===== src/ert_pkg.sv =====
package ert_pkg;

    // Field and register widths
    localparam int NOW_W       = 64;
    localparam int TARGET_W    = 32;
    localparam int INTERVAL_W  = 16;
    localparam int PAUSE_W     = 30;
    localparam int CFG_INDEX_W = 2;
    localparam int CFG_DATA_W  = 64;

    // Default event counter width
    localparam int COUNT_WIDTH_DEF = 64;

    // Signed accumulator for count*1e9 - rate*elapsed (products up to 96 bits)
    localparam int ACC_W = 98;

    // Nanoseconds per second, the largest pause
    localparam logic [PAUSE_W-1:0] NS_PER_SEC = 30'd1000000000;

    // Register indexes on the configuration port
    localparam logic [CFG_INDEX_W-1:0] REG_TARGET_RATE    = 2'd0;
    localparam logic [CFG_INDEX_W-1:0] REG_CHECK_INTERVAL = 2'd1;
    localparam logic [CFG_INDEX_W-1:0] REG_START_TIME     = 2'd2;

    // Register reset values
    localparam logic [TARGET_W-1:0]   TARGET_RATE_RST    = 32'd1000;
    localparam logic [INTERVAL_W-1:0] CHECK_INTERVAL_RST = 16'd1;
    localparam logic [NOW_W-1:0]      START_TIME_RST     = 64'd0;

    // Settings the arithmetic side reads
    typedef struct packed {
        logic [TARGET_W-1:0] target_rate;
        logic [NOW_W-1:0]    start_time_ns;
    } t_rate_cfg;

endpackage


===== src/event_rate_throttle_unit.sv =====
// Channel  | Direction | Handshake                 | Payload
// ---------+-----------+---------------------------+-------------------------------
// event    | in        | i_in_valid / o_in_ready   | i_now_ns
// result   | out       | o_out_valid / i_out_ready | o_checked, o_pause_ns
// config   | in        | i_cfg_valid / o_cfg_ready | i_cfg_index, i_cfg_data
//
// An event word without a check passes through the queue into the output register. One that
// checks passes, in order, through a pop, the shared 32x32 multiplier, a compare, the radix-2
// divider and the output register. A check that gives no pause skips the divider.
// The front counts and classifies an event per cycle while the 2-word queue has room.
// A waiting result holds the output register; the back side runs on to its next result.
// Reset is synchronous, active low; the config port is always ready.
module event_rate_throttle_unit #(
    parameter int COUNT_WIDTH = ert_pkg::COUNT_WIDTH_DEF
) (
    input  logic                            i_clk,
    input  logic                            i_rst_n,
    input  logic                            i_in_valid,
    output logic                            o_in_ready,
    input  logic [ert_pkg::NOW_W-1:0]       i_now_ns,
    output logic                            o_out_valid,
    input  logic                            i_out_ready,
    output logic                            o_checked,
    output logic [ert_pkg::PAUSE_W-1:0]     o_pause_ns,
    input  logic                            i_cfg_valid,
    output logic                            o_cfg_ready,
    input  logic [ert_pkg::CFG_INDEX_W-1:0] i_cfg_index,
    input  logic [ert_pkg::CFG_DATA_W-1:0]  i_cfg_data
);
    import ert_pkg::*;

    localparam int Q_W = 1 + COUNT_WIDTH + NOW_W;

    logic [TARGET_W-1:0]    r_target_rate;
    logic [INTERVAL_W-1:0]  r_check_interval;
    logic [NOW_W-1:0]       r_start_time_ns;
    t_rate_cfg              w_cfg;

    logic                   w_push_valid;
    logic                   w_push_ready;
    logic                   w_push_checked;
    logic [COUNT_WIDTH-1:0] w_push_count;
    logic [NOW_W-1:0]       w_push_now;
    logic                   w_pop_valid;
    logic                   w_pop_ready;
    logic [Q_W-1:0]         w_pop_data;

    // Configuration registers
    assign o_cfg_ready = 1'b1;

    always_ff @(posedge i_clk) begin
        if (!i_rst_n) begin
            r_target_rate    <= TARGET_RATE_RST;
            r_check_interval <= CHECK_INTERVAL_RST;
            r_start_time_ns  <= START_TIME_RST;
        end else if (i_cfg_valid) begin
            case (i_cfg_index)
                REG_TARGET_RATE:    r_target_rate    <= i_cfg_data[TARGET_W-1:0];
                REG_CHECK_INTERVAL: r_check_interval <= i_cfg_data[INTERVAL_W-1:0];
                REG_START_TIME:     r_start_time_ns  <= i_cfg_data[NOW_W-1:0];
                default: ;
            endcase
        end
    end

    assign w_cfg.target_rate   = r_target_rate;
    assign w_cfg.start_time_ns = r_start_time_ns;

    // Front: counting and check classification
    ert_front #(
        .COUNT_WIDTH (COUNT_WIDTH)
    ) u_front (
        .i_clk            (i_clk),
        .i_rst_n          (i_rst_n),
        .i_in_valid       (i_in_valid),
        .o_in_ready       (o_in_ready),
        .i_now_ns         (i_now_ns),
        .i_check_interval (r_check_interval),
        .o_push_valid     (w_push_valid),
        .i_push_ready     (w_push_ready),
        .o_push_checked   (w_push_checked),
        .o_push_count     (w_push_count),
        .o_push_now       (w_push_now)
    );

    // Queue between the two sides
    ert_queue #(
        .DATA_W (Q_W)
    ) u_queue (
        .i_clk        (i_clk),
        .i_rst_n      (i_rst_n),
        .i_push_valid (w_push_valid),
        .o_push_ready (w_push_ready),
        .i_push_data  ({w_push_checked, w_push_count, w_push_now}),
        .o_pop_valid  (w_pop_valid),
        .i_pop_ready  (w_pop_ready),
        .o_pop_data   (w_pop_data)
    );

    // Back: pause arithmetic and output register
    ert_back #(
        .COUNT_WIDTH (COUNT_WIDTH)
    ) u_back (
        .i_clk          (i_clk),
        .i_rst_n        (i_rst_n),
        .i_pop_valid    (w_pop_valid),
        .o_pop_ready    (w_pop_ready),
        .i_item_checked (w_pop_data[Q_W-1]),
        .i_item_count   (w_pop_data[NOW_W +: COUNT_WIDTH]),
        .i_item_now     (w_pop_data[NOW_W-1:0]),
        .i_cfg          (w_cfg),
        .o_out_valid    (o_out_valid),
        .i_out_ready    (i_out_ready),
        .o_checked      (o_checked),
        .o_pause_ns     (o_pause_ns)
    );

endmodule


===== src/ert_front.sv =====
module ert_front #(
    parameter int COUNT_WIDTH = ert_pkg::COUNT_WIDTH_DEF
) (
    input  logic                           i_clk,
    input  logic                           i_rst_n,
    input  logic                           i_in_valid,
    output logic                           o_in_ready,
    input  logic [ert_pkg::NOW_W-1:0]      i_now_ns,
    input  logic [ert_pkg::INTERVAL_W-1:0] i_check_interval,
    output logic                           o_push_valid,
    input  logic                           i_push_ready,
    output logic                           o_push_checked,
    output logic [COUNT_WIDTH-1:0]         o_push_count,
    output logic [ert_pkg::NOW_W-1:0]      o_push_now
);
    import ert_pkg::*;

    logic [COUNT_WIDTH-1:0] r_count;
    logic [COUNT_WIDTH-1:0] n_count;
    logic [INTERVAL_W-1:0]  r_phase;
    logic [INTERVAL_W-1:0]  n_phase;
    logic [INTERVAL_W-1:0]  w_phase_inc;
    logic [INTERVAL_W-1:0]  w_limit;
    logic                   w_hit;
    logic                   w_accept;

    assign w_accept = i_in_valid && i_push_ready;

    // Classify: a zero interval behaves as one; phase wrap also checks
    always_comb begin
        w_limit     = (i_check_interval == '0) ? INTERVAL_W'(1) : i_check_interval;
        w_phase_inc = r_phase + INTERVAL_W'(1);
        w_hit       = (w_phase_inc >= w_limit) || (w_phase_inc == '0);
        n_count     = r_count + COUNT_WIDTH'(1);
        n_phase     = w_hit ? '0 : w_phase_inc;
    end

    // Event counter and interval phase
    always_ff @(posedge i_clk) begin
        if (!i_rst_n) begin
            r_count <= '0;
            r_phase <= '0;
        end else if (w_accept) begin
            r_count <= n_count;
            r_phase <= n_phase;
        end
    end

    // Classified word goes straight into the queue
    assign o_in_ready     = i_push_ready;
    assign o_push_valid   = i_in_valid;
    assign o_push_checked = w_hit;
    assign o_push_count   = n_count;
    assign o_push_now     = i_now_ns;

endmodule


===== src/ert_queue.sv =====
module ert_queue #(
    parameter int DATA_W = 8
) (
    input  logic              i_clk,
    input  logic              i_rst_n,
    input  logic              i_push_valid,
    output logic              o_push_ready,
    input  logic [DATA_W-1:0] i_push_data,
    output logic              o_pop_valid,
    input  logic              i_pop_ready,
    output logic [DATA_W-1:0] o_pop_data
);
    localparam int DEPTH  = 2;
    localparam int PTR_W  = $clog2(DEPTH);
    localparam int FILL_W = $clog2(DEPTH + 1);

    logic [DATA_W-1:0] r_mem [DEPTH];
    logic [PTR_W-1:0]  r_wr_ptr;
    logic [PTR_W-1:0]  r_rd_ptr;
    logic [FILL_W-1:0] r_fill;
    logic              w_push;
    logic              w_pop;

    assign o_push_ready = (r_fill != FILL_W'(DEPTH));
    assign o_pop_valid  = (r_fill != '0);
    assign o_pop_data   = r_mem[r_rd_ptr];
    assign w_push       = i_push_valid && o_push_ready;
    assign w_pop        = o_pop_valid && i_pop_ready;

    // Storage
    always_ff @(posedge i_clk) begin
        if (w_push) begin
            r_mem[r_wr_ptr] <= i_push_data;
        end
    end

    // Pointers and fill level
    always_ff @(posedge i_clk) begin
        if (!i_rst_n) begin
            r_wr_ptr <= '0;
            r_rd_ptr <= '0;
            r_fill   <= '0;
        end else begin
            if (w_push) begin
                r_wr_ptr <= (r_wr_ptr == PTR_W'(DEPTH - 1)) ? '0 : r_wr_ptr + PTR_W'(1);
            end
            if (w_pop) begin
                r_rd_ptr <= (r_rd_ptr == PTR_W'(DEPTH - 1)) ? '0 : r_rd_ptr + PTR_W'(1);
            end
            if (w_push && !w_pop) begin
                r_fill <= r_fill + FILL_W'(1);
            end else if (w_pop && !w_push) begin
                r_fill <= r_fill - FILL_W'(1);
            end
        end
    end

endmodule


===== src/ert_back.sv =====
module ert_back #(
    parameter int COUNT_WIDTH = ert_pkg::COUNT_WIDTH_DEF
) (
    input  logic                        i_clk,
    input  logic                        i_rst_n,
    input  logic                        i_pop_valid,
    output logic                        o_pop_ready,
    input  logic                        i_item_checked,
    input  logic [COUNT_WIDTH-1:0]      i_item_count,
    input  logic [ert_pkg::NOW_W-1:0]   i_item_now,
    input  ert_pkg::t_rate_cfg          i_cfg,
    output logic                        o_out_valid,
    input  logic                        i_out_ready,
    output logic                        o_checked,
    output logic [ert_pkg::PAUSE_W-1:0] o_pause_ns
);
    import ert_pkg::*;

    localparam logic [2:0] ST_IDLE = 3'd0;
    localparam logic [2:0] ST_MUL  = 3'd1;
    localparam logic [2:0] ST_CHK  = 3'd2;
    localparam logic [2:0] ST_DIV  = 3'd3;
    localparam logic [2:0] ST_DONE = 3'd4;

    localparam int MUL_W     = 32;
    localparam int MUL_STEPS = 4;
    localparam int STEP_W    = 3;
    localparam int BIT_W     = $clog2(PAUSE_W);
    localparam int D_W       = COUNT_WIDTH + PAUSE_W;

    logic [2:0]             r_state, n_state;
    logic [STEP_W-1:0]      r_step, n_step;
    logic [1:0]             r_psel, n_psel;
    logic [2*MUL_W-1:0]     r_prod, n_prod;
    logic [COUNT_WIDTH-1:0] r_count, n_count;
    logic [NOW_W-1:0]       r_elapsed, n_elapsed;
    logic                   r_late, n_late;
    logic [ACC_W-1:0]       r_acc, n_acc;
    logic [COUNT_WIDTH-1:0] r_rem, n_rem;
    logic [PAUSE_W-1:0]     r_quo, n_quo;
    logic [BIT_W-1:0]       r_bit, n_bit;
    logic                   r_out_valid, n_out_valid;
    logic                   r_out_checked, n_out_checked;
    logic [PAUSE_W-1:0]     r_out_pause, n_out_pause;

    logic                   w_slot_free;
    logic [2*MUL_W-1:0]     w_count_ext;
    logic [MUL_W-1:0]       w_mul_a;
    logic [MUL_W-1:0]       w_mul_b;
    logic [2*MUL_W-1:0]     w_mul_p;
    logic [ACC_W-1:0]       w_term;
    logic [ACC_W-1:0]       w_acc_sum;
    logic                   w_acc_pos;
    logic [D_W-1:0]         w_div;
    logic [COUNT_WIDTH:0]   w_trial;
    logic                   w_fits;
    logic [COUNT_WIDTH-1:0] w_rem_next;

    assign w_slot_free = !r_out_valid || i_out_ready;

    // Shared 32x32 multiplier: count halves times 1e9, then rate times elapsed halves
    always_comb begin
        w_count_ext = (2*MUL_W)'(r_count);
        w_mul_a = r_step[1] ? i_cfg.target_rate
                : (r_step[0] ? w_count_ext[2*MUL_W-1:MUL_W] : w_count_ext[MUL_W-1:0]);
        w_mul_b = r_step[1] ? (r_step[0] ? r_elapsed[2*MUL_W-1:MUL_W] : r_elapsed[MUL_W-1:0])
                : MUL_W'(NS_PER_SEC);
        w_mul_p = (2*MUL_W)'(w_mul_a) * (2*MUL_W)'(w_mul_b);
    end

    // Accumulate: add the count*1e9 terms, subtract the rate*elapsed terms
    always_comb begin
        w_term    = r_psel[0] ? (ACC_W'(r_prod) << MUL_W) : ACC_W'(r_prod);
        w_acc_sum = r_psel[1] ? (r_acc - w_term) : (r_acc + w_term);
        w_acc_pos = !r_acc[ACC_W-1] && (r_acc != '0);
        w_div     = r_acc[D_W-1:0];
    end

    // One restoring division step; quotient bits shift in behind the dividend bits
    always_comb begin
        w_trial    = {r_rem, r_quo[PAUSE_W-1]};
        w_fits     = (w_trial >= {1'b0, r_count});
        w_rem_next = w_fits ? COUNT_WIDTH'(w_trial - {1'b0, r_count})
                            : w_trial[COUNT_WIDTH-1:0];
    end

    // Sequencer
    always_comb begin
        n_state       = r_state;
        n_step        = r_step;
        n_psel        = r_psel;
        n_prod        = r_prod;
        n_count       = r_count;
        n_elapsed     = r_elapsed;
        n_late        = r_late;
        n_acc         = r_acc;
        n_rem         = r_rem;
        n_quo         = r_quo;
        n_bit         = r_bit;
        n_out_valid   = r_out_valid && !i_out_ready;
        n_out_checked = r_out_checked;
        n_out_pause   = r_out_pause;
        o_pop_ready   = 1'b0;

        case (r_state)
            ST_IDLE: begin
                if (i_pop_valid) begin
                    if (i_item_checked) begin
                        o_pop_ready = 1'b1;
                        n_count     = i_item_count;
                        n_elapsed   = i_item_now - i_cfg.start_time_ns;
                        n_late      = (i_item_now < i_cfg.start_time_ns);
                        n_acc       = '0;
                        n_step      = '0;
                        n_state     = ST_MUL;
                    end else if (w_slot_free) begin
                        o_pop_ready   = 1'b1;
                        n_out_valid   = 1'b1;
                        n_out_checked = 1'b0;
                        n_out_pause   = '0;
                    end
                end
            end
            ST_MUL: begin
                if (r_step != STEP_W'(MUL_STEPS)) begin
                    n_prod = w_mul_p;
                    n_psel = r_step[1:0];
                end
                if (r_step != '0) begin
                    n_acc = w_acc_sum;
                end
                n_step = r_step + STEP_W'(1);
                if (r_step == STEP_W'(MUL_STEPS)) begin
                    n_state = ST_CHK;
                end
            end
            ST_CHK: begin
                // No pause when not above target or when time is before start
                if (w_acc_pos && !r_late) begin
                    n_rem   = w_div[D_W-1:PAUSE_W];
                    n_quo   = w_div[PAUSE_W-1:0];
                    n_bit   = '0;
                    n_state = ST_DIV;
                end else begin
                    n_quo   = '0;
                    n_state = ST_DONE;
                end
            end
            ST_DIV: begin
                n_rem = w_rem_next;
                n_quo = {r_quo[PAUSE_W-2:0], w_fits};
                n_bit = r_bit + BIT_W'(1);
                if (r_bit == BIT_W'(PAUSE_W - 1)) begin
                    n_state = ST_DONE;
                end
            end
            ST_DONE: begin
                if (w_slot_free) begin
                    n_out_valid   = 1'b1;
                    n_out_checked = 1'b1;
                    n_out_pause   = r_quo;
                    n_state       = ST_IDLE;
                end
            end
            default: begin
                n_state = ST_IDLE;
            end
        endcase
    end

    // Control state
    always_ff @(posedge i_clk) begin
        if (!i_rst_n) begin
            r_state     <= ST_IDLE;
            r_out_valid <= 1'b0;
        end else begin
            r_state     <= n_state;
            r_out_valid <= n_out_valid;
        end
    end

    // Datapath
    always_ff @(posedge i_clk) begin
        r_step        <= n_step;
        r_psel        <= n_psel;
        r_prod        <= n_prod;
        r_count       <= n_count;
        r_elapsed     <= n_elapsed;
        r_late        <= n_late;
        r_acc         <= n_acc;
        r_rem         <= n_rem;
        r_quo         <= n_quo;
        r_bit         <= n_bit;
        r_out_checked <= n_out_checked;
        r_out_pause   <= n_out_pause;
    end

    assign o_out_valid = r_out_valid;
    assign o_checked   = r_out_checked;
    assign o_pause_ns  = r_out_pause;

endmodule


===== config.mk =====
export PLATFORM = sky130hd
export DESIGN_NAME = event_rate_throttle_unit
export DESIGN_NICKNAME = d
export VERILOG_FILES = /design/src/ert_pkg.sv /design/src/event_rate_throttle_unit.sv /design/src/ert_front.sv /design/src/ert_queue.sv /design/src/ert_back.sv
export SDC_FILE = /design/constraint.sdc
export NUM_CORES = 2
export LEC_CHECK = 0
export ABC_AREA = 1
export BUFFER_PORTS_ARGS = -buffer_cell sky130_fd_sc_hd__buf_4
export CAP_MARGIN = 10
export CORE_UTILIZATION = 55
export DETAILED_ROUTE_END_ITERATION = 10
export GPL_TIMING_DRIVEN = 0
export HOLD_SLACK_MARGIN = 0.08
export PLACE_DENSITY = 0.75
export SYNTH_ARGS = -nofsm -noshare
export SYNTH_HDL_FRONTEND = slang
export SYNTH_HIERARCHICAL = 1
export SYNTH_SLANG_ARGS = --single-unit

===== constraint.sdc =====
create_clock -name i_clk -period 16.5 [get_ports i_clk]
set_clock_uncertainty 0.15 [all_clocks]
set_input_delay 0.825 -clock i_clk [delete_from_list [all_inputs] [get_ports i_clk]]
set_output_delay 0.825 -clock i_clk [all_outputs]
set_load 0.02 [all_outputs]

# Yosys cells after proc, flatten, opt, wreduce, memory -nomap -nowiden
# Memory sizes are Yosys's and may differ from the RTL's. A register that Yosys moved wholly into a read port is not among the register bits.
# Index checks and enable logic that the tools add are counted.
# word_totals
register_bits	626
ramBits	258
in_bits	135
out_inout_bits	34
elab_cells	149
n_memories	1
# op_classes
n_addsub	12
mul	1
n_lt_le_gt_ge	3
n_eq_ne	19
mux	55
reduce_logical	36
# mem_list
name	depth	word_bits	rd	rd_ports_with_merged_regs	write_ports	line	rtl
u_queue.r_mem	2	129	1	1	1	ert_queue.sv:17	logic [DATA_W-1:0] r_mem [DEPTH];
# ops
cell	n
2-to-1 mux 98 bit	4
one-hot mux 98 bit (2 select lines)	1
2-to-1 mux 30 bit	5
2-to-1 mux 32 bit	4
2-to-1 mux 64 bit	2
one-hot mux 64 bit (2 select lines)	1
subtractor 64 bit	2
one-hot mux 30 bit (2 select lines)	2
adder 98 bit	1
nonzero test 98 bit	1
subtractor 98 bit	1
2-to-1 mux 96 bit	1
>= comparator 65 x 64 -> 1 bit	1
adder 64 x 1 -> 64 bit (second input constant)	1
< comparator 64 bit	1
multiplier 32 x 32 -> 64 bit	1
zero test 16 bit	2
2-to-1 mux 16 bit	2
2-to-1 mux 3 bit	8
2-to-1 mux 1 bit	17
adder 16 x 1 -> 16 bit (second input constant)	1
>= comparator 16 bit	1
one-hot mux 3 bit (5 select lines)	1
!= test 2 x 1 -> 1 bit (second input constant)	6
other kinds (29)	59

# Longest topological paths before layout
# depth
ltp_word	10
depth_mapped	39
depth_no_buf	36

# Hierarchy
# The synthesis kept the hierarchy.
# modules_own_cells
mod	n_inst	cells_per_inst	area_per_inst_um2	seq_area_each_um2
ert_back	1	10679	74422.6	12872.3
ert_queue	1	438	9591.7	7847.5
ert_front	1	1058	6492.5	1601.5
event_rate_throttle_unit	1	708	4657.0	2242.2

# Worst setup path before layout
# No wires, ideal clock.
# synth_timing
kind	reg2reg
from	reg with a tool-made name
to	reg u_back.r_acc[0], enable pin
setup_ns	0.690
arrival_time_ns	7.624
t_required_ns	15.660
path_slack_ns	8.036
stages_incl_launch_ff	5
n_path_buf	1
synth_period_minus_slack_ns	8.464
path_cell_list	dfxtp_1 -> buf_6 -> mux2_2 -> inv_1 -> o21ai_0
# synth_rtl
item	line	rtl
end signal, assigned	ert_back.sv:190	r_acc <= n_acc;
end, declared	ert_back.sv:38	logic [ACC_W-1:0] r_acc, n_acc;

# Worst setup path in the final report
# layout_timing
from	reg u_back.r_step[1]
to	reg u_back.r_prod[44], data pin
# layout_between
elab_chain_cells	2
elab_cells_between_ends	3
cone_classes	mul: 1; mux: 2
# layout_lines
item	line	rtl
start, declared	ert_back.sv:32	logic [STEP_W-1:0] r_step, n_step;
start signal, assigned	ert_back.sv:184	r_step <= n_step;
2-to-1 mux 32 bit (on tied branches)	ert_back.sv:64, ert_back.sv:66	
multiplier 32 x 32 -> 64 bit (*)	ert_back.sv:68	w_mul_p = (2*MUL_W)'(w_mul_a) * (2*MUL_W)'(w_mul_b);
named net u_back.w_mul_p[44]	ert_back.sv:50	logic [2*MUL_W-1:0] w_mul_p;
end signal, assigned	ert_back.sv:186	r_prod <= n_prod;
end, declared	ert_back.sv:34	logic [2*MUL_W-1:0] r_prod, n_prod;
# The timed path passes the listed nets; every way through them passes the cells marked *.
# A chain may end at the register's enable or synchronous reset.

==> results.sh <==
export IMPL_start_kind="flip-flop"
export IMPL_final_fill_count=15900
export IMPL_synth_area_leaders="edfxtp_1 (22%), fa_1 (19%), nand2_1 (14%)"
export IMPL_dr_total_vias=88800
export IMPL_port_buffer_count=102
export IMPL_tightestPinTransition_ns=1.48
export IMPL_critPathCaptureType="flip-flop"
export IMPL_vias_per_cell=5.69
export IMPL_cp_max_fo=10
export IMPL_firstDrtPassIters=6
export IMPL_worst_ep_arrival_time_ns=12.01
export IMPL_synthArstFlopShare_pct=0
export IMPL_critPathRequiredTime_ns=16.85
export IMPL_row_count=152
export IMPL_layout_commonest_cell="nand2_1"
export IMPL_rsz0062_at_grt="no"
export IMPL_maxSlewViolCount=0
export IMPL_syn_instance_count=12900
export IMPL_synth_largest_area_cell="edfxtp_1"
export IMPL_clk_path_buf_depth=3
export IMPL_critical_path_buf_inv_count=11
export IMPL_antenna_found_initial=19
export IMPL_multi_input_area_sq_um=58700
export IMPL_initial_core_util_pct=55.4
export IMPL_syn_area_per_cell_sq_um=7.39
export IMPL_ant_nets=0
export IMPL_synth_nets=14400
export IMPL_slowest_stage="inv_1"
export IMPL_post_route_period_util_pct=70.7
export IMPL_dpl_cell_area_sq_um=99700
export IMPL_cts_buffers=98
export IMPL_cts_tree="yes"
export IMPL_layout_area_seq_sq_um=24600
export IMPL_ys_seq_area_share_pct=25.8
export IMPL_drt_iter0_markers=10400
export IMPL_dp_final_hpwl_mm=310
export IMPL_cts_resized=0
export IMPL_overflow=0
export IMPL_synth_edf_count=684
export IMPL_netlist_area_leader_share_pct=21.6
export IMPL_drt_total_wl_mm=373
export IMPL_setup_tns_ns=0
export IMPL_cts_root_buf="clkbuf_16"
export IMPL_num_io_pins=169
export IMPL_drc_errors=0
export IMPL_grt_pass1_vias=86600
export IMPL_cts_sinks=885
export IMPL_syn_area_sq_um=95200
export IMPL_place_ws_ns=5.44
export IMPL_hold_violations=0
export IMPL_path_clk_slew_ns=0.07
export IMPL_grt_start_max_net_pins=70
export IMPL_setup_slack_ns=4.84
export IMPL_coreArea_sq_um=172000
export IMPL_most_common_layout_cells="nand2_1 (3466), inv_1 (2600), nor2_1 (1620), fa_1 (899), edfxtp_1 (684)"
export IMPL_violations="capacitance limit"
export IMPL_crit_top_cell="fa_1"
export IMPL_die_area_sq_um=175000
export IMPL_fmax_mhz=85.8
export IMPL_crit_type="reg2reg"
export IMPL_die_w_microns=418
export IMPL_cap_violations=1
export IMPL_track_usage_pct=42.4
export IMPL_final_cell_area_sq_um=104000
export IMPL_grt_first_pass_wirelength_mm=542
export IMPL_period_minus_slack_ns=11.66
export IMPL_max_slew_margin_pct=0.623
export IMPL_area_growth_pct=8.94
export IMPL_finalSetupViolations=0
export IMPL_yosys_warnings=6
export IMPL_drive_above_1_share_pct=5.40
export IMPL_run_status="finished with violations"
export IMPL_cp_top_family="adder cells"
export IMPL_post_cts_buffers=0
export IMPL_wl_per_cell_microns=23.9
export IMPL_post_route_util_pct=60.4
export IMPL_slowest_delay_ns=1.15
export IMPL_hold_buffers=60
export IMPL_synth_ff_type="edfxtp_1"
export IMPL_gp_congestion=1.14
export IMPL_synth_cell_types=53
export IMPL_clk_latency_ns=0.78
export IMPL_h_tree_depth=3
export IMPL_ys_seq_elements=885
export IMPL_num_nets_final=14700
export IMPL_dieHeight_microns=418
export IMPL_min_delay_path_class="in2reg"
[final timing paths]
check | start | depth (start not counted) | slack (ns) | endpoint
setup / recovery | u_back/r_step[1] | 30 | 4.84 | u_back/r_prod[44]
hold / removal | i_now_ns[59] | 1 | 0.13 | u_queue/r_mem[0][59]
setup reg to reg | u_back/r_step[1] | 30 | 4.84 | u_back/r_prod[44]
hold reg to reg | r_target_rate[19] | 2 | 0.34 | r_target_rate[19]
[layer usage]
metal  global-route usage [%]  share of wire (%)  vias to the layer above
li1                         -                  -                    40200
met1                     52.1                 37                    42200
met2                     64.6                 43                     5042
met3                     11.8                 11                     1309
met4                     29.6                8.5                       16
met5                        0              0.030                        -
[cells in the mapped netlist (9+ instances only)]
library cell  number
dfxtp_1          201
xnor2_1           82
nor3_2            14
o21ai_1           58
nor2_2            24
nand3_1          451
a21oi_1          574
o22ai_1           29
nor2_4             9
buf_4             77
o21bai_1          30
buf_2             55
nor2_1          1623
nor4_1            33
a31oi_1           22
buf_6             32
nand2_1         3467
ha_1             512
xor2_1           169
buf_1             30
clkbuf_1         214
a21o_1            24
nand4_1          103
inv_1           2600
edfxtp_1         684
nand2_2           26
nor3_1           115
a21boi_0          13
o21a_1            20
o21ai_0          403
mux2_2           129
fa_1             899
nand3b_1          77
inv_2             13
clkinv_1          17
[per-stage QoR]
| step | cells | hold WS, ns |
|---|---|---|
| 2_1_floorplan | 12900 | 0.274 |
| 3_3_place_gp | 15300 | 0.310 |
| 3_5_place_dp | 15300 | 0.320 |
| 4_1_cts | 15600 | 0.0841 |
| 5_1_grt | 15600 | 0.106 |
| 6_report | 15600 | 0.129 |
[area by class of cell]
cell class                      instances  area share, %
Sequential cell                       885           23.7
Inverter                             2630           9.52
Timing Repair Buffer                  206           2.05
Multi-Input combinational cell       8960           56.6
Tap cell                             2310           2.79
Clock buffer                          121           2.51
Clock inverter                         61          0.734
Antenna cell                           10         0.0241
Buffer                                408           2.05
[sequential cells by signal (all words and copies together) (netlist names), 2 cells and up, named ones only]
| name | cells |
|---|---|
| u_queue/r_mem | 258 |
| u_back/r_acc | 98 |
| r_start_time_ns | 64 |
| u_back/r_count | 64 |
| u_back/r_elapsed | 64 |
| u_back/r_prod | 64 |
| u_back/r_rem | 64 |
| u_front/r_count | 64 |
| r_target_rate | 32 |
| u_back/o_pause_ns | 30 |
| u_back/r_quo | 30 |
| r_check_interval | 16 |
| u_front/r_phase | 16 |
| u_back/r_bit | 5 |
| u_back/r_state | 3 |
| u_back/r_step | 3 |
| u_back/r_psel | 2 |
| u_queue/r_fill | 2 |
[worst register-to-register path: cells and delay by family, from the launching register on]
family	cells	cell delay (ns)
AOI/OAI and AO/OA	4	0.82
xor gates and xnor gates	1	0.37
DFF	1	0.51
and+or+nand+nor	5	1.55
buffers and inverters	11	3.27
adders and majority gates	9	4.74
[cell families after synthesis]
group,count (synthesis),share of synthesized area (%)
simple gates,5975,25.4
buf+inv,3038,12.6
fa+ha+maj,1411,25.6
compound gates,1192,6.63
flops,885,25.8
xor+xnor,252,2.33
mux,129,1.53
other cells,1,0.00394
Power is not shown: default switching activity piles up to over one toggle a cycle in this logic, so the estimate is an artifact.
